===== config.mk =====
export PLATFORM = sky130hd
export DESIGN_NAME = stereo_rms_level_meter_core_flat
export DESIGN_NICKNAME = d
export VERILOG_FILES = /design/src/rtl/srms_pkg.sv /design/src/rtl/srms_if.sv /design/src/rtl/srms_datapath.sv /design/src/rtl/srms_ctrl.sv /design/src/rtl/stereo_rms_level_meter_core.sv /design/src/flat_wrapper.sv
export SDC_FILE = /design/constraint.sdc
export NUM_CORES = 2
export LEC_CHECK = 0
export ABC_AREA = 1
export BUFFER_PORTS_ARGS = -buffer_cell sky130_fd_sc_hd__buf_2
export CORE_MARGIN = 5
export CORE_UTILIZATION = 65
export CTS_CLUSTER_DIAMETER = 80
export DETAILED_ROUTE_END_ITERATION = 7
export GPL_TIMING_DRIVEN = 0
export PLACE_DENSITY = 0.82
export SYNTH_ARGS = -nofsm -noshare
export SYNTH_HDL_FRONTEND = slang
export SYNTH_SLANG_ARGS = --single-unit

===== constraint.sdc =====
create_clock -name clk_i -period 7.6 [get_ports clk_i]
set_input_delay 1.14 -clock clk_i [delete_from_list [all_inputs] [get_ports clk_i]]
set_output_delay 1.14 -clock clk_i [all_outputs]
set_load 0.01 [all_outputs]

===== src/rtl/srms_pkg.sv =====
// Package: shared types, widths and constants of the stereo RMS level meter.
package srms_pkg;

  localparam int MaxFramesDefault  = 256;
  localparam int SampleBitsDefault = 16;

  localparam int LEVEL_W   = 16;
  localparam int SQ_W      = 32;
  localparam int SUM_W     = 40;
  localparam int DIV_W     = 40;
  localparam int DVR_W     = 16;
  localparam int DIV_STEPS = DIV_W;
  localparam int ROOT_W    = 20;
  localparam int RAD_W     = 2 * ROOT_W;
  localparam int SREM_W    = ROOT_W + 1;
  localparam int SQRT_STEPS = ROOT_W;
  localparam int MUL_A_W   = LEVEL_W + 1;
  localparam int PROD_W    = MUL_A_W + LEVEL_W;
  localparam int SMOOTH_W  = PROD_W + 1;

  localparam int CFG_IDX_W  = 1;
  localparam int CFG_DATA_W = 16;

  localparam logic [LEVEL_W-1:0] SmoothingWeightReset = 16'd4588;
  localparam logic [LEVEL_W-1:0] FullScaleReset       = 16'd11141;
  localparam logic [LEVEL_W-1:0] LevelMax             = 16'hFFFF;
  localparam logic [MUL_A_W-1:0] WeightOne            = 17'h10000;
  localparam logic [SMOOTH_W-1:0] RoundHalf           = SMOOTH_W'(32768);

  typedef enum logic [CFG_IDX_W-1:0] {
    REG_SMOOTHING_WEIGHT = 1'b0,
    REG_FULL_SCALE       = 1'b1
  } cfg_reg_e;

  typedef enum logic [3:0] {
    ST_ACCUM,
    ST_DRAIN,
    ST_LOAD_RMS,
    ST_DIV_RMS,
    ST_SQRT,
    ST_MUL_OLD,
    ST_SUM,
    ST_LOAD_SCALE,
    ST_DIV_SCALE,
    ST_OUT
  } state_e;

  typedef enum logic [2:0] {
    OP_NONE,
    OP_LOAD_RMS,
    OP_LOAD_SQRT,
    OP_MUL_NEW,
    OP_MUL_OLD,
    OP_SUM_SMOOTH,
    OP_LOAD_SCALE,
    OP_FINISH
  } dp_op_e;

  typedef struct packed {
    logic   accept;
    dp_op_e op;
  } cmd_t;

  typedef struct packed {
    logic div_done;
    logic sqrt_done;
  } sts_t;

endpackage


===== src/rtl/srms_if.sv =====
// Interfaces: frame input, result output and register write channels.
interface srms_frame_if #(
  parameter int SAMPLE_BITS = srms_pkg::SampleBitsDefault
);
  logic                          valid;
  logic                          ready;
  logic signed [SAMPLE_BITS-1:0] left_sample;
  logic signed [SAMPLE_BITS-1:0] right_sample;
  logic                          last_frame;

  modport source (output valid, left_sample, right_sample, last_frame, input ready);
  modport sink   (input valid, left_sample, right_sample, last_frame, output ready);
endinterface

interface srms_result_if;
  logic                           valid;
  logic                           ready;
  logic [srms_pkg::LEVEL_W-1:0]   rms_level;
  logic [srms_pkg::LEVEL_W-1:0]   smoothed_level;
  logic [srms_pkg::LEVEL_W-1:0]   scaled_level;
  logic                           overflow;

  modport source (output valid, rms_level, smoothed_level, scaled_level, overflow,
                  input ready);
  modport sink   (input valid, rms_level, smoothed_level, scaled_level, overflow,
                  output ready);
endinterface

interface srms_cfg_if;
  logic                            valid;
  logic                            ready;
  logic [srms_pkg::CFG_IDX_W-1:0]  index;
  logic [srms_pkg::CFG_DATA_W-1:0] data;

  modport source (output valid, index, data, input ready);
  modport sink   (input valid, index, data, output ready);
endinterface


===== src/rtl/srms_datapath.sv =====
// Datapath: square accumulator, shared divider, root unit, smoothing and output registers.
module srms_datapath #(
  parameter int MAX_FRAMES  = srms_pkg::MaxFramesDefault,
  parameter int SAMPLE_BITS = srms_pkg::SampleBitsDefault
) (
  input  logic                                clk_i,
  input  logic                                rst_ni,
  input  srms_pkg::cmd_t                      cmd_i,
  output srms_pkg::sts_t                      sts_o,
  input  logic signed [SAMPLE_BITS-1:0]       left_sample_i,
  input  logic signed [SAMPLE_BITS-1:0]       right_sample_i,
  input  logic                                cfg_we_i,
  input  logic [srms_pkg::CFG_IDX_W-1:0]      cfg_idx_i,
  input  logic [srms_pkg::CFG_DATA_W-1:0]     cfg_data_i,
  output logic [srms_pkg::LEVEL_W-1:0]        rms_level_o,
  output logic [srms_pkg::LEVEL_W-1:0]        smoothed_level_o,
  output logic [srms_pkg::LEVEL_W-1:0]        scaled_level_o,
  output logic                                overflow_o
);

  localparam int CNT_W      = $clog2(MAX_FRAMES + 1);
  localparam int SQ_UP      = (SAMPLE_BITS <= 16) ? 32 - 2 * SAMPLE_BITS : 0;
  localparam int SQ_DN      = (SAMPLE_BITS > 16) ? 2 * SAMPLE_BITS - 32 : 0;
  localparam int DCNT_W     = $clog2(srms_pkg::DIV_STEPS + 1);
  localparam int SCNT_W     = $clog2(srms_pkg::SQRT_STEPS + 1);
  localparam int LW         = srms_pkg::LEVEL_W;

  // configuration
  logic [LW-1:0] weight_q, full_scale_q;

  // accumulation
  logic [SAMPLE_BITS-1:0]       mag_l, mag_r;
  logic [2*SAMPLE_BITS-1:0]     prod_l, prod_r;
  logic [srms_pkg::SQ_W-1:0]    sq_l, sq_r, sq_l_q, sq_r_q;
  logic [srms_pkg::SUM_W-1:0]   sum_q, sum_d;
  logic [CNT_W-1:0]             count_q;
  logic                         add_pending_q, ovf_seen_q, room;

  // divider
  logic [DCNT_W-1:0]            div_cnt_q;
  logic [srms_pkg::DIV_W-1:0]   div_quo_q;
  logic [srms_pkg::DVR_W-1:0]   div_rem_q, div_dvr_q, div_rem_d;
  logic [srms_pkg::DVR_W:0]     div_trial, div_diff;
  logic                         div_ge;
  logic [2*LW-1:0]              sm_scaled;

  // square root
  logic [SCNT_W-1:0]             sq_cnt_q;
  logic [srms_pkg::RAD_W-1:0]    rad_q;
  logic [srms_pkg::ROOT_W-1:0]   root_q;
  logic [srms_pkg::SREM_W-1:0]   srem_q, srem_d;
  logic [srms_pkg::SREM_W+1:0]   srem_t, srem_trial, srem_diff;
  logic                          sq_ge;
  logic [LW-1:0]                 rms_val;

  // smoothing
  logic [srms_pkg::MUL_A_W-1:0]  mul_a;
  logic [LW-1:0]                 mul_b;
  logic [srms_pkg::PROD_W-1:0]   prod, prod_q, acc_q;
  logic [srms_pkg::SMOOTH_W-1:0] total;
  logic [LW-1:0]                 sm_next, sm_q, smoothed_q, scaled_val;

  // output registers
  logic [LW-1:0] rms_out_q, sm_out_q, scaled_out_q;
  logic          ovf_out_q;

  always_ff @(posedge clk_i or negedge rst_ni) begin
    if (!rst_ni) begin
      weight_q     <= srms_pkg::SmoothingWeightReset;
      full_scale_q <= srms_pkg::FullScaleReset;
    end else if (cfg_we_i) begin
      unique case (srms_pkg::cfg_reg_e'(cfg_idx_i))
        srms_pkg::REG_SMOOTHING_WEIGHT: weight_q     <= LW'(cfg_data_i);
        srms_pkg::REG_FULL_SCALE:       full_scale_q <= LW'(cfg_data_i);
        default: ;
      endcase
    end
  end

  always_comb begin
    mag_l  = left_sample_i[SAMPLE_BITS-1] ? $unsigned(-left_sample_i)
                                          : $unsigned(left_sample_i);
    mag_r  = right_sample_i[SAMPLE_BITS-1] ? $unsigned(-right_sample_i)
                                           : $unsigned(right_sample_i);
    prod_l = mag_l * mag_l;
    prod_r = mag_r * mag_r;
    sq_l   = srms_pkg::SQ_W'((64'(prod_l) << SQ_UP) >> SQ_DN);
    sq_r   = srms_pkg::SQ_W'((64'(prod_r) << SQ_UP) >> SQ_DN);
    room   = count_q < CNT_W'(MAX_FRAMES);
    sum_d  = sum_q + srms_pkg::SUM_W'(sq_l_q) + srms_pkg::SUM_W'(sq_r_q);
  end

  always_ff @(posedge clk_i) begin
    if (cmd_i.accept && room) begin
      sq_l_q <= sq_l;
      sq_r_q <= sq_r;
    end
  end

  always_ff @(posedge clk_i or negedge rst_ni) begin
    if (!rst_ni) begin
      sum_q         <= '0;
      count_q       <= '0;
      add_pending_q <= 1'b0;
      ovf_seen_q    <= 1'b0;
      smoothed_q    <= '0;
    end else begin
      add_pending_q <= cmd_i.accept && room;
      if (add_pending_q) begin
        sum_q <= sum_d;
      end
      if (cmd_i.accept) begin
        if (room) begin
          count_q <= CNT_W'(count_q + 1'b1);
        end else begin
          ovf_seen_q <= 1'b1;
        end
      end
      if (cmd_i.op == srms_pkg::OP_FINISH) begin
        sum_q      <= '0;
        count_q    <= '0;
        ovf_seen_q <= 1'b0;
        smoothed_q <= sm_q;
      end
    end
  end

  // restoring divider, one quotient bit per cycle
  always_comb begin
    div_trial = {div_rem_q, div_quo_q[srms_pkg::DIV_W-1]};
    div_diff  = div_trial - {1'b0, div_dvr_q};
    div_ge    = div_trial >= {1'b0, div_dvr_q};
    div_rem_d = div_ge ? div_diff[srms_pkg::DVR_W-1:0] : div_trial[srms_pkg::DVR_W-1:0];
    sm_scaled = {sm_q, {LW{1'b0}}} - {{LW{1'b0}}, sm_q};
  end

  always_ff @(posedge clk_i or negedge rst_ni) begin
    if (!rst_ni) begin
      div_cnt_q <= '0;
    end else if (cmd_i.op == srms_pkg::OP_LOAD_RMS || cmd_i.op == srms_pkg::OP_LOAD_SCALE) begin
      div_cnt_q <= DCNT_W'(srms_pkg::DIV_STEPS);
    end else if (div_cnt_q != '0) begin
      div_cnt_q <= DCNT_W'(div_cnt_q - 1'b1);
    end
  end

  always_ff @(posedge clk_i) begin
    if (cmd_i.op == srms_pkg::OP_LOAD_RMS) begin
      div_quo_q <= srms_pkg::DIV_W'(sum_q);
      div_rem_q <= '0;
      div_dvr_q <= srms_pkg::DVR_W'({count_q, 1'b0});
    end else if (cmd_i.op == srms_pkg::OP_LOAD_SCALE) begin
      div_quo_q <= srms_pkg::DIV_W'(sm_scaled);
      div_rem_q <= '0;
      div_dvr_q <= full_scale_q;
    end else if (div_cnt_q != '0) begin
      div_quo_q <= {div_quo_q[srms_pkg::DIV_W-2:0], div_ge};
      div_rem_q <= div_rem_d;
    end
  end

  // bitwise square root, one root bit per cycle
  always_comb begin
    srem_t     = {srem_q, rad_q[srms_pkg::RAD_W-1 -: 2]};
    srem_trial = {1'b0, root_q, 2'b01};
    srem_diff  = srem_t - srem_trial;
    sq_ge      = srem_t >= srem_trial;
    srem_d     = sq_ge ? srem_diff[srms_pkg::SREM_W-1:0] : srem_t[srms_pkg::SREM_W-1:0];
    rms_val    = (|root_q[srms_pkg::ROOT_W-1:LW]) ? srms_pkg::LevelMax : root_q[LW-1:0];
  end

  always_ff @(posedge clk_i or negedge rst_ni) begin
    if (!rst_ni) begin
      sq_cnt_q <= '0;
    end else if (cmd_i.op == srms_pkg::OP_LOAD_SQRT) begin
      sq_cnt_q <= SCNT_W'(srms_pkg::SQRT_STEPS);
    end else if (sq_cnt_q != '0) begin
      sq_cnt_q <= SCNT_W'(sq_cnt_q - 1'b1);
    end
  end

  always_ff @(posedge clk_i) begin
    if (cmd_i.op == srms_pkg::OP_LOAD_SQRT) begin
      rad_q  <= srms_pkg::RAD_W'(div_quo_q);
      root_q <= '0;
      srem_q <= '0;
    end else if (sq_cnt_q != '0) begin
      rad_q  <= {rad_q[srms_pkg::RAD_W-3:0], 2'b00};
      root_q <= {root_q[srms_pkg::ROOT_W-2:0], sq_ge};
      srem_q <= srem_d;
    end
  end

  // moving average on one shared multiplier
  always_comb begin
    if (cmd_i.op == srms_pkg::OP_MUL_NEW) begin
      mul_a = {1'b0, weight_q};
      mul_b = rms_val;
    end else begin
      mul_a = srms_pkg::WeightOne - {1'b0, weight_q};
      mul_b = smoothed_q;
    end
    prod       = mul_a * mul_b;
    total      = {1'b0, acc_q} + {1'b0, prod_q} + srms_pkg::RoundHalf;
    sm_next    = (|total[srms_pkg::SMOOTH_W-1:2*LW]) ? srms_pkg::LevelMax
                                                     : total[2*LW-1:LW];
    scaled_val = (|div_quo_q[srms_pkg::DIV_W-1:LW]) ? srms_pkg::LevelMax
                                                    : div_quo_q[LW-1:0];
  end

  always_ff @(posedge clk_i) begin
    unique case (cmd_i.op)
      srms_pkg::OP_MUL_NEW: prod_q <= prod;
      srms_pkg::OP_MUL_OLD: begin
        acc_q  <= prod_q;
        prod_q <= prod;
      end
      srms_pkg::OP_SUM_SMOOTH: sm_q <= sm_next;
      srms_pkg::OP_FINISH: begin
        rms_out_q    <= rms_val;
        sm_out_q     <= sm_q;
        scaled_out_q <= scaled_val;
        ovf_out_q    <= ovf_seen_q;
      end
      default: ;
    endcase
  end

  assign sts_o.div_done   = (div_cnt_q == '0);
  assign sts_o.sqrt_done  = (sq_cnt_q == '0);
  assign rms_level_o      = rms_out_q;
  assign smoothed_level_o = sm_out_q;
  assign scaled_level_o   = scaled_out_q;
  assign overflow_o       = ovf_out_q;

endmodule


===== src/rtl/srms_ctrl.sv =====
// Controller: sequences accumulation, end-of-buffer math and the result handshake.
module srms_ctrl (
  input  logic           clk_i,
  input  logic           rst_ni,
  input  logic           frame_valid_i,
  input  logic           last_frame_i,
  output logic           frame_ready_o,
  output logic           result_valid_o,
  input  logic           result_ready_i,
  output srms_pkg::cmd_t cmd_o,
  input  srms_pkg::sts_t sts_i
);

  srms_pkg::state_e state_q, state_d;
  logic             out_valid_q, out_valid_d;

  always_ff @(posedge clk_i or negedge rst_ni) begin
    if (!rst_ni) begin
      state_q     <= srms_pkg::ST_ACCUM;
      out_valid_q <= 1'b0;
    end else begin
      state_q     <= state_d;
      out_valid_q <= out_valid_d;
    end
  end

  always_comb begin
    state_d       = state_q;
    frame_ready_o = 1'b0;
    cmd_o.accept  = 1'b0;
    cmd_o.op      = srms_pkg::OP_NONE;
    out_valid_d   = out_valid_q && !result_ready_i;
    unique case (state_q)
      srms_pkg::ST_ACCUM: begin
        frame_ready_o = 1'b1;
        cmd_o.accept  = frame_valid_i;
        if (frame_valid_i && last_frame_i) begin
          state_d = srms_pkg::ST_DRAIN;
        end
      end
      srms_pkg::ST_DRAIN: state_d = srms_pkg::ST_LOAD_RMS;
      srms_pkg::ST_LOAD_RMS: begin
        cmd_o.op = srms_pkg::OP_LOAD_RMS;
        state_d  = srms_pkg::ST_DIV_RMS;
      end
      srms_pkg::ST_DIV_RMS: begin
        if (sts_i.div_done) begin
          cmd_o.op = srms_pkg::OP_LOAD_SQRT;
          state_d  = srms_pkg::ST_SQRT;
        end
      end
      srms_pkg::ST_SQRT: begin
        if (sts_i.sqrt_done) begin
          cmd_o.op = srms_pkg::OP_MUL_NEW;
          state_d  = srms_pkg::ST_MUL_OLD;
        end
      end
      srms_pkg::ST_MUL_OLD: begin
        cmd_o.op = srms_pkg::OP_MUL_OLD;
        state_d  = srms_pkg::ST_SUM;
      end
      srms_pkg::ST_SUM: begin
        cmd_o.op = srms_pkg::OP_SUM_SMOOTH;
        state_d  = srms_pkg::ST_LOAD_SCALE;
      end
      srms_pkg::ST_LOAD_SCALE: begin
        cmd_o.op = srms_pkg::OP_LOAD_SCALE;
        state_d  = srms_pkg::ST_DIV_SCALE;
      end
      srms_pkg::ST_DIV_SCALE: begin
        if (sts_i.div_done) begin
          state_d = srms_pkg::ST_OUT;
        end
      end
      srms_pkg::ST_OUT: begin
        if (!out_valid_q || result_ready_i) begin
          cmd_o.op    = srms_pkg::OP_FINISH;
          out_valid_d = 1'b1;
          state_d     = srms_pkg::ST_ACCUM;
        end
      end
      default: state_d = srms_pkg::ST_ACCUM;
    endcase
  end

  assign result_valid_o = out_valid_q;

endmodule


===== src/rtl/stereo_rms_level_meter_core.sv =====
// Top level: stereo RMS level meter with exponential smoothing.
//
//  channel   dir  handshake     payload
//  frame_i   in   valid/ready   left_sample, right_sample, last_frame
//  result_o  out  valid/ready   rms_level, smoothed_level, scaled_level, overflow
//  cfg_i     in   valid/ready   index (0 smoothing weight, 1 full scale), data
//
//  Frames are taken one per cycle while accumulating; squares are summed in the
//  cycle after the item. After a last_frame item no frame is taken in two passes of
//  the 40-step shared divider, 20 steps of the root unit and the multiplier steps.
//  The result sits in an output register; accumulation resumes while it waits.
//  Reset restores the register defaults and clears the sums; cfg_i is always ready.
module stereo_rms_level_meter_core #(
  parameter int MAX_FRAMES  = srms_pkg::MaxFramesDefault,
  parameter int SAMPLE_BITS = srms_pkg::SampleBitsDefault
) (
  input  logic          clk_i,
  input  logic          rst_ni,
  srms_frame_if.sink    frame_i,
  srms_result_if.source result_o,
  srms_cfg_if.sink      cfg_i
);

  srms_pkg::cmd_t cmd;
  srms_pkg::sts_t sts;
  logic           frame_ready, result_valid;

  srms_ctrl u_ctrl (
    .clk_i          (clk_i),
    .rst_ni         (rst_ni),
    .frame_valid_i  (frame_i.valid),
    .last_frame_i   (frame_i.last_frame),
    .frame_ready_o  (frame_ready),
    .result_valid_o (result_valid),
    .result_ready_i (result_o.ready),
    .cmd_o          (cmd),
    .sts_i          (sts)
  );

  srms_datapath #(
    .MAX_FRAMES  (MAX_FRAMES),
    .SAMPLE_BITS (SAMPLE_BITS)
  ) u_datapath (
    .clk_i            (clk_i),
    .rst_ni           (rst_ni),
    .cmd_i            (cmd),
    .sts_o            (sts),
    .left_sample_i    (frame_i.left_sample),
    .right_sample_i   (frame_i.right_sample),
    .cfg_we_i         (cfg_i.valid),
    .cfg_idx_i        (cfg_i.index),
    .cfg_data_i       (cfg_i.data),
    .rms_level_o      (result_o.rms_level),
    .smoothed_level_o (result_o.smoothed_level),
    .scaled_level_o   (result_o.scaled_level),
    .overflow_o       (result_o.overflow)
  );

  assign frame_i.ready  = frame_ready;
  assign result_o.valid = result_valid;
  assign cfg_i.ready    = 1'b1;

endmodule

===== src/flat_wrapper.sv =====
// flat-port wrapper written by rule: the top's interface ports become plain ports
module stereo_rms_level_meter_core_flat 
#(
  parameter int MAX_FRAMES  = srms_pkg::MaxFramesDefault,
  parameter int SAMPLE_BITS = srms_pkg::SampleBitsDefault
)
  (clk_i, rst_ni, frame_i_valid, frame_i_left_sample, frame_i_right_sample, frame_i_last_frame, frame_i_ready, result_o_valid, result_o_rms_level, result_o_smoothed_level, result_o_scaled_level, result_o_overflow, result_o_ready, cfg_i_valid, cfg_i_index, cfg_i_data, cfg_i_ready);
  srms_frame_if #(.SAMPLE_BITS(SAMPLE_BITS)) frame_i_i ();
  srms_result_if result_o_i ();
  srms_cfg_if cfg_i_i ();
  input  logic clk_i;
  input  logic rst_ni;
  input wire logic [$bits(frame_i_i.valid)-1:0] frame_i_valid;
  input wire logic [$bits(frame_i_i.left_sample)-1:0] frame_i_left_sample;
  input wire logic [$bits(frame_i_i.right_sample)-1:0] frame_i_right_sample;
  input wire logic [$bits(frame_i_i.last_frame)-1:0] frame_i_last_frame;
  output wire logic [$bits(frame_i_i.ready)-1:0] frame_i_ready;
  output wire logic [$bits(result_o_i.valid)-1:0] result_o_valid;
  output wire logic [$bits(result_o_i.rms_level)-1:0] result_o_rms_level;
  output wire logic [$bits(result_o_i.smoothed_level)-1:0] result_o_smoothed_level;
  output wire logic [$bits(result_o_i.scaled_level)-1:0] result_o_scaled_level;
  output wire logic [$bits(result_o_i.overflow)-1:0] result_o_overflow;
  input wire logic [$bits(result_o_i.ready)-1:0] result_o_ready;
  input wire logic [$bits(cfg_i_i.valid)-1:0] cfg_i_valid;
  input wire logic [$bits(cfg_i_i.index)-1:0] cfg_i_index;
  input wire logic [$bits(cfg_i_i.data)-1:0] cfg_i_data;
  output wire logic [$bits(cfg_i_i.ready)-1:0] cfg_i_ready;
  assign frame_i_i.valid = frame_i_valid;
  assign frame_i_i.left_sample = frame_i_left_sample;
  assign frame_i_i.right_sample = frame_i_right_sample;
  assign frame_i_i.last_frame = frame_i_last_frame;
  assign frame_i_ready = frame_i_i.ready;
  assign result_o_valid = result_o_i.valid;
  assign result_o_rms_level = result_o_i.rms_level;
  assign result_o_smoothed_level = result_o_i.smoothed_level;
  assign result_o_scaled_level = result_o_i.scaled_level;
  assign result_o_overflow = result_o_i.overflow;
  assign result_o_i.ready = result_o_ready;
  assign cfg_i_i.valid = cfg_i_valid;
  assign cfg_i_i.index = cfg_i_index;
  assign cfg_i_i.data = cfg_i_data;
  assign cfg_i_ready = cfg_i_i.ready;
  stereo_rms_level_meter_core #(.MAX_FRAMES(MAX_FRAMES), .SAMPLE_BITS(SAMPLE_BITS)) u_core (.clk_i(clk_i), .rst_ni(rst_ni), .frame_i(frame_i_i), .result_o(result_o_i), .cfg_i(cfg_i_i));
endmodule

# After elaboration in Yosys (flattened, before gate mapping)

Index checks and enable logic that the tools add are counted.

Add/sub/neg operators: 13
Multipliers: 3
Magnitude comparators: 3
Equal/unequal tests: 22
Mux-type cells: 40
Bitwise gates (word level): 1
Reductions and logical operators: 29

Operators with widths:

| cell                     | count |
|---|---|
| $mux W40                 | 7 |
| $add A40 B32 Y40         | 2 |
| $mux W16                 | 5 |
| $mul A16 B16 Y32         | 2 |
| $pmux W4 S10             | 1 |
| $add A33 B33 Y34         | 1 |
| $add A34 B16 Y34 const B | 1 |
| $mul A17 B16 Y33         | 1 |
| $neg A16 Y16             | 2 |
| $sub A32 B16 Y32         | 1 |
| $mux W9                  | 3 |
| $reduce_or A24 Y1        | 1 |
| $ge A23 B22 Y1           | 1 |
| $mux W21                 | 1 |
| $pmux W3 S7              | 1 |
| $sub A21 B21 Y21         | 1 |
| $mux W10                 | 2 |
| $mux W4                  | 5 |
| $ge A17 B16 Y1           | 1 |
| $mux W17                 | 1 |
| $sub A17 B16 Y17 const A | 1 |
| $eq A4 B3 Y1 const B     | 4 |
| $sub A16 B16 Y16         | 1 |
| $eq A3 B3 Y1 const B     | 4 |
| other kinds (31)         | 61 |

Register bits: 463
Input port bits: 55
Output and inout bits: 52

# Depth between registers and ports, before layout

Depth after elaboration: 7
Depth in mapped cells: 35
Mapped depth without buffers: 34

# By module

Synthesis repeated with hierarchy kept, for this count alone.

Cells, all modules: 6,209
Area total of the unflattened synthesis: 50,460.9 µm²

By module, submodules not included:

| module                      | instances | cells each | area each (µm²) |
|---|---|---|---|
| srms_datapath               | 1         | 6,150      | 50,061.8 |
| srms_ctrl                   | 1         | 57         | 387.9 |
| stereo_rms_level_meter_core | 1         | 2          | 11.3 |

# Worst setup path after synthesis

No wires, ideal clock.

Path kind: in2reg
Start point: input port frame_i_right_sample[0]
End point: register u_core.u_datapath.sq_r_q[28] (netlist bit) (data pin)
Setup time: 0.259 ns
Arrival time: 7.276 ns
Data required time: 7.341 ns
Path slack: 0.065 ns
Stages on the path: 30
Buffers on the path: 1
Cells stage by stage: inv_1 -> clkbuf_1 -> ha_1 -> nand3_1 -> nor3_2 -> nand2_1 -> nand2_1 -> o21ai_2 -> a21o_1 -> xor2_1 -> nand2_1 -> fa_1 -> inv_1 -> fa_1 -> inv_1 -> fa_1 -> fa_1 -> fa_1 -> fa_1 -> inv_1 -> ha_1 -> nand2_1 -> inv_1 -> nand2_1 -> nand3_1 -> a21oi_1 -> nand3_1 -> nand3_1 -> nand2_1 -> xor2_1

Word-level cells in the longest chain between the ends: 3

Ends and longest elaborated chain:

| item                             | RTL line            | text |
|---|---|---|
| start: declaration               | flat_wrapper.sv:15  | `input wire logic [$bits(frame_i_i.right_sample)-1:0] frame_i_right_sample;` |
| $neg A16 Y16                     | srms_datapath.sv:83 | `mag_r = right_sample_i[SAMPLE_BITS-1] ? $unsigned(-right_sample_i)` |
| $mux W16 (*)                     | srms_datapath.sv:83 |  |
| $mul A16 B16 Y32 (*)             | srms_datapath.sv:86 | `prod_r = mag_r * mag_r;` |
| via u_core.u_datapath.prod_r[28] | srms_datapath.sv:33 | `logic [2*SAMPLE_BITS-1:0] prod_l, prod_r;` |
| end signal: assignment           | srms_datapath.sv:96 | `sq_r_q <= sq_r;` |
| end: declaration                 | srms_datapath.sv:34 | `logic [srms_pkg::SQ_W-1:0] sq_l, sq_r, sq_l_q, sq_r_q;` |

The timed path passes the listed nets; every way through them passes the cells marked *.
A chain may end at the register's enable or synchronous reset.

# Worst setup path after layout

Start point: register u_core.u_datapath.weight_q[0]
End point: register u_core.u_datapath.prod_q[32] (netlist bit) (data pin)

Word-level cells in the longest chain between the ends: 3

Ends and longest elaborated chain:

| item                                 | RTL line             | text |
|---|---|---|
| start: declaration                   | srms_datapath.sv:29  | `logic [LW-1:0] weight_q, full_scale_q;` |
| start signal: assignment             | srms_datapath.sv:69  | `weight_q <= srms_pkg::SmoothingWeightReset;` |
| start signal: assignment             | srms_datapath.sv:73  | `srms_pkg::REG_SMOOTHING_WEIGHT: weight_q <= LW'(cfg_data_i);` |
| $sub A17 B16 Y17                     | srms_datapath.sv:200 | `mul_a = srms_pkg::WeightOne - {1'b0, weight_q};` |
| $mux W17 (*)                         | srms_datapath.sv:196 | `if (cmd_i.op == srms_pkg::OP_MUL_NEW) begin` |
| $mul A17 B16 Y33 (*)                 | srms_datapath.sv:203 | `prod = mul_a * mul_b;` |
| via u_core.u_datapath.prod (one bit) | srms_datapath.sv:59  | `logic [srms_pkg::PROD_W-1:0] prod, prod_q, acc_q;` |
| end signal: assignment               | srms_datapath.sv:213 | `srms_pkg::OP_MUL_NEW: prod_q <= prod;` |
| end signal: assignment               | srms_datapath.sv:216 | `prod_q <= prod;` |
| end: declaration                     | srms_datapath.sv:59  |  |

Marks and branches as above.

==> summary.md <==
| Metric | Value |
|---|---|
| Status | `finished, final reports clean` |
| Critical path buffers and inverters | `7` |
| Mean post-synth cell area | `8.140 um^2` |
| Final Max Tran Viols | `0` |
| Aggregate global-route resource usage | `a little over a third` |
| Final estimated routing congestion in global placement | `1.021` |
| Standard-cell rows | `between 100 and 150` |
| Sequential fraction of the synthesis area | `between 20% and 30%` |
| Worst slew margin | `between 10% and 20%` |
| Synthesis-stage register bit count | `~460` |
| RSZ-0062 raised after global routing | `yes` |
| Required @ worst endpoint | `8030 ps` |
| Data arrival time of the worst path | `7810 ps` |
| Clock latency at the later pin of the worst-skew pair | `between 600 and 700 ps` |
| Starting Density | `~65%` |
| Hold-fix buffer count after cts | `0` |
| Number of enable flip-flop cells after synthesis | `~280` |
| First-pass GRT wire length | `approximately 230000 um` |
| Post-DR wirelength/cell | `19.14 um` |
| Final Setup Violations | `0` |
| Die height | `slightly below 300 um` |
| Root Buffer Master | `sky130_fd_sc_hd__clkbuf_16` |
| Nets | `roughly 7.5k` |
| Worst-margin pin slew | `about 1300 ps` |
| Family with the most delay on the worst path | `adder cells` |
| Async set or reset register ratio after synthesis | `about a quarter` |
| FF-to-FF End | `u_core.u_datapath.prod_q[32]$_DFFE_PP_` |
| Die area | `around 83000 um^2` |
| Yosys Warn Count | `0` |
| Detailed Place HPWL | `117400 um` |
| Drt pass-1 iters | `8` |
| Number of nets still failing antenna checks after routing | `0` |
| Element type at the critical path start | `flip-flop` |
| Max incr delay on CP | `approximately 530 ps` |
| Antenna violations before repair | `4` |
| Startpoint-to-endpoint class of the critical path | `flip-flop to flip-flop` |
| Slowest library cell on the worst path | `sky130_fd_sc_hd__fa_1` |
| Number of hold violations in the final report | `0` |
| Number of distinct standard cells referenced by the synthesized netlist | `70` |
| Launching element of the worst setup path | `u_core.u_datapath.weight_q[0]$_DFFE_PN0P_` |
| Violation count after the first detailed-routing iteration | `between 3k and 4k` |
| Reg2Reg Depth | `29` |
| DRC Markers | `0` |
| I/O pin cnt | `about 110` |
| Clock Skew | `~63 ps` |
| Flip-flop cell with the highest count after synthesis | `sky130_fd_sc_hd__edfxtp_1` |
| Maximum number of pins on one net before global-route repair | `95` |
| Clock tree from TritonCTS | `yes` |
| Proportion of layout cells with a drive suffix above 1 | `between 7 and 8%` |
| Worst hold slack | `383.2 ps` |
| Residual overflow from global routing | `0` |
| Vias per cell | `between 5 and 6` |
| Flop2flop setup slack | `220 ps` |
| CTS buffer count | `54` |
| CTS HTree Levels | `2` |
| Die X-Extent | `roughly 290 um` |
| Area inside the core boundary | `approximately 77000 um^2` |
| Time the worst path needs with I/O delays and setup | `7380 ps` |
| Clock buffer depth | `3` |
| Peak Freq | `~140 MHz` |
| Gate count of the mapped netlist | `slightly above 6k` |
| Hold WC Path Type | `input pin to async pin` |
| Layout-stage area growth over the synthesis result | `9.134%` |
| Number of max-cap violations | `0` |
| Post-synth design cell area | `just over 50000 um^2` |
| Crit path capture type | `flip-flop` |
| Input/output buffers | `105` |
| Worst-path fanout max | `10` |
| Final Cycle Share | `between 90% and 100%` |
| Total clock sinks | `~460` |
| Vias in the first global route | `~43k` |
| Worst R2R Start | `u_core.u_datapath.weight_q[0]$_DFFE_PN0P_` |
| Clock transition time at the flip-flop clock pins of the worst setup and hold paths | `~60 ps` |
| Total wire length after detailed routing | `roughly 140000 um` |
| Vias after detailed routing | `42.44k` |
cells by family (layout without fill, tap and decap cells):
logic type,count (synthesis),in the layout,share of synthesized area (%)
and+or+nand+nor,2427,2427,19.95
adders and majority gates,1005,1005,33.42
AOI/OAI and AO/OA,711,711,7.816
buffers and inverters,1438,1678,11.06
xor gates and xnor gates,149,149,2.656
other,2,28,0.01490
DFF,461,461,25.08
layout make-up:
cell class	instances	area (um^2)
Antenna cell	1	2.502
Tap cell	1040	1301
Clock buffer	71	1425
Timing Repair Buffer	142	899.6
Fill cell	6181	22200
Clock inverter	29	354.1
Buffer	121	700.7
Inverter	1315	4970
Multi-Input combinational cell	4319	32710
Sequential cell	461	12650
Yosys cell counts (53+ instances only):
master	number	area (um^2)
sky130_fd_sc_hd__o21ai_0	302	1511
sky130_fd_sc_hd__edfxtp_1	282	8468
sky130_fd_sc_hd__dfrtp_1	101	2527
sky130_fd_sc_hd__nand2_1	1356	5090
sky130_fd_sc_hd__nand3_1	228	1141
sky130_fd_sc_hd__inv_1	1291	4846
sky130_fd_sc_hd__a21oi_1	258	1291
sky130_fd_sc_hd__buf_2	53	265.3
sky130_fd_sc_hd__nor2_1	622	2335
sky130_fd_sc_hd__ha_1	436	5455
sky130_fd_sc_hd__xor2_1	94	823.3
sky130_fd_sc_hd__dfxtp_1	64	1281
sky130_fd_sc_hd__nand4_1	65	406.6
sky130_fd_sc_hd__fa_1	569	11390
worst max-delay path by stage:
stage / slack [ps] / end / cells past startpoint
final: 220 / u_core.u_datapath.prod_q[32]$_DFFE_PP_ / 29
after global routing: -50 / u_core.u_datapath.prod_q[32]$_DFFE_PP_ / 32
after CTS: 6 / u_core.u_datapath.sq_l_q[30]$_DFFE_PP_ / 32
after detailed placement: -1580 / u_core.u_datapath.sq_r_q[23]$_DFFE_PP_ / 31
after global placement: -1540 / u_core.u_datapath.sq_r_q[23]$_DFFE_PP_ / 31
after floorplan: 70 / u_core.u_datapath.sq_r_q[28]$_DFFE_PP_ / 30
cell usage in the layout (no fill, tap or decap), types with 17 or more instances in the layout:
cell type,Yosys,layout
sky130_fd_sc_hd__nand3b_1,20,20
sky130_fd_sc_hd__nand2_2,11,18
sky130_fd_sc_hd__nor4_1,17,17
sky130_fd_sc_hd__conb_1,2,27
sky130_fd_sc_hd__dfxtp_1,64,64
sky130_fd_sc_hd__clkbuf_16,0,54
sky130_fd_sc_hd__dfrtp_1,101,100
sky130_fd_sc_hd__o22ai_1,17,17
sky130_fd_sc_hd__nor2_1,622,610
sky130_fd_sc_hd__nand3_1,228,221
sky130_fd_sc_hd__a21oi_1,258,243
sky130_fd_sc_hd__xnor2_1,52,52
sky130_fd_sc_hd__buf_4,7,44
sky130_fd_sc_hd__a22oi_1,19,19
sky130_fd_sc_hd__fa_1,569,566
sky130_fd_sc_hd__nand2_1,1356,1345
sky130_fd_sc_hd__o21ai_0,302,294
sky130_fd_sc_hd__xor2_1,94,84
sky130_fd_sc_hd__nor3_1,51,50
sky130_fd_sc_hd__buf_2,53,143
sky130_fd_sc_hd__nand4_1,65,65
sky130_fd_sc_hd__o21bai_1,20,19
sky130_fd_sc_hd__inv_1,1291,1283
sky130_fd_sc_hd__inv_2,21,20
sky130_fd_sc_hd__edfxtp_1,282,282
sky130_fd_sc_hd__clkbuf_1,50,60
sky130_fd_sc_hd__ha_1,436,426
sequential cells by signal, summed over array words and instances, names as in the netlist, 20 cells and up:
| name | flops |
|---|---|
| u_core.u_datapath.srem_q | 21 |
| u_core.u_datapath.sq_l_q | 31 |
| u_core.u_datapath.div_quo_q | 40 |
| u_core.u_datapath.acc_q | 33 |
| u_core.u_datapath.root_q | 20 |
| u_core.u_datapath.prod_q | 33 |
| u_core.u_datapath.sum_q | 40 |
| u_core.u_datapath.rad_q | 40 |
| u_core.u_datapath.sq_r_q | 31 |
metal layers:
metal / global-route usage (%) / vias to the layer above / wire length [um] / part of all wire (%)
met3: 4.704 / 447 / 10340 / 7.2
met4: 17.99 / 0 / 9009 / 6.3
li1: - / 19800 / - / -
met1: 43.80 / 20400 / 54830 / 38
met2: 59.25 / 1792 / 69370 / 48
met5: 0 / - / 0 / 0
metrics by stage:
step,utilization [%],cells,TNS [ps],instance area (um^2),setup slack (ps)
after floorplan,-,6218,0,50500,65.20
final,71.25,7499,0,55010,220.2
after global routing,71.25,7498,-74.04,55010,-52.42
after global placement,67.77,7363,-58010,52330,-1540
after detailed placement,67.99,7370,-60570,52500,-1585
after CTS,70.57,7474,0,54490,5.943
what timing repair did:
item / CTS / global route
setup endpoints to repair: 60 / 45
resized for setup: 46 / 100
setup buffers: 5 / 25
pin swaps: 3 / 17
Power is left out: the tool's default activity adds up to more than one toggle a clock period on the data nets, which glitch-free logic cannot reach.
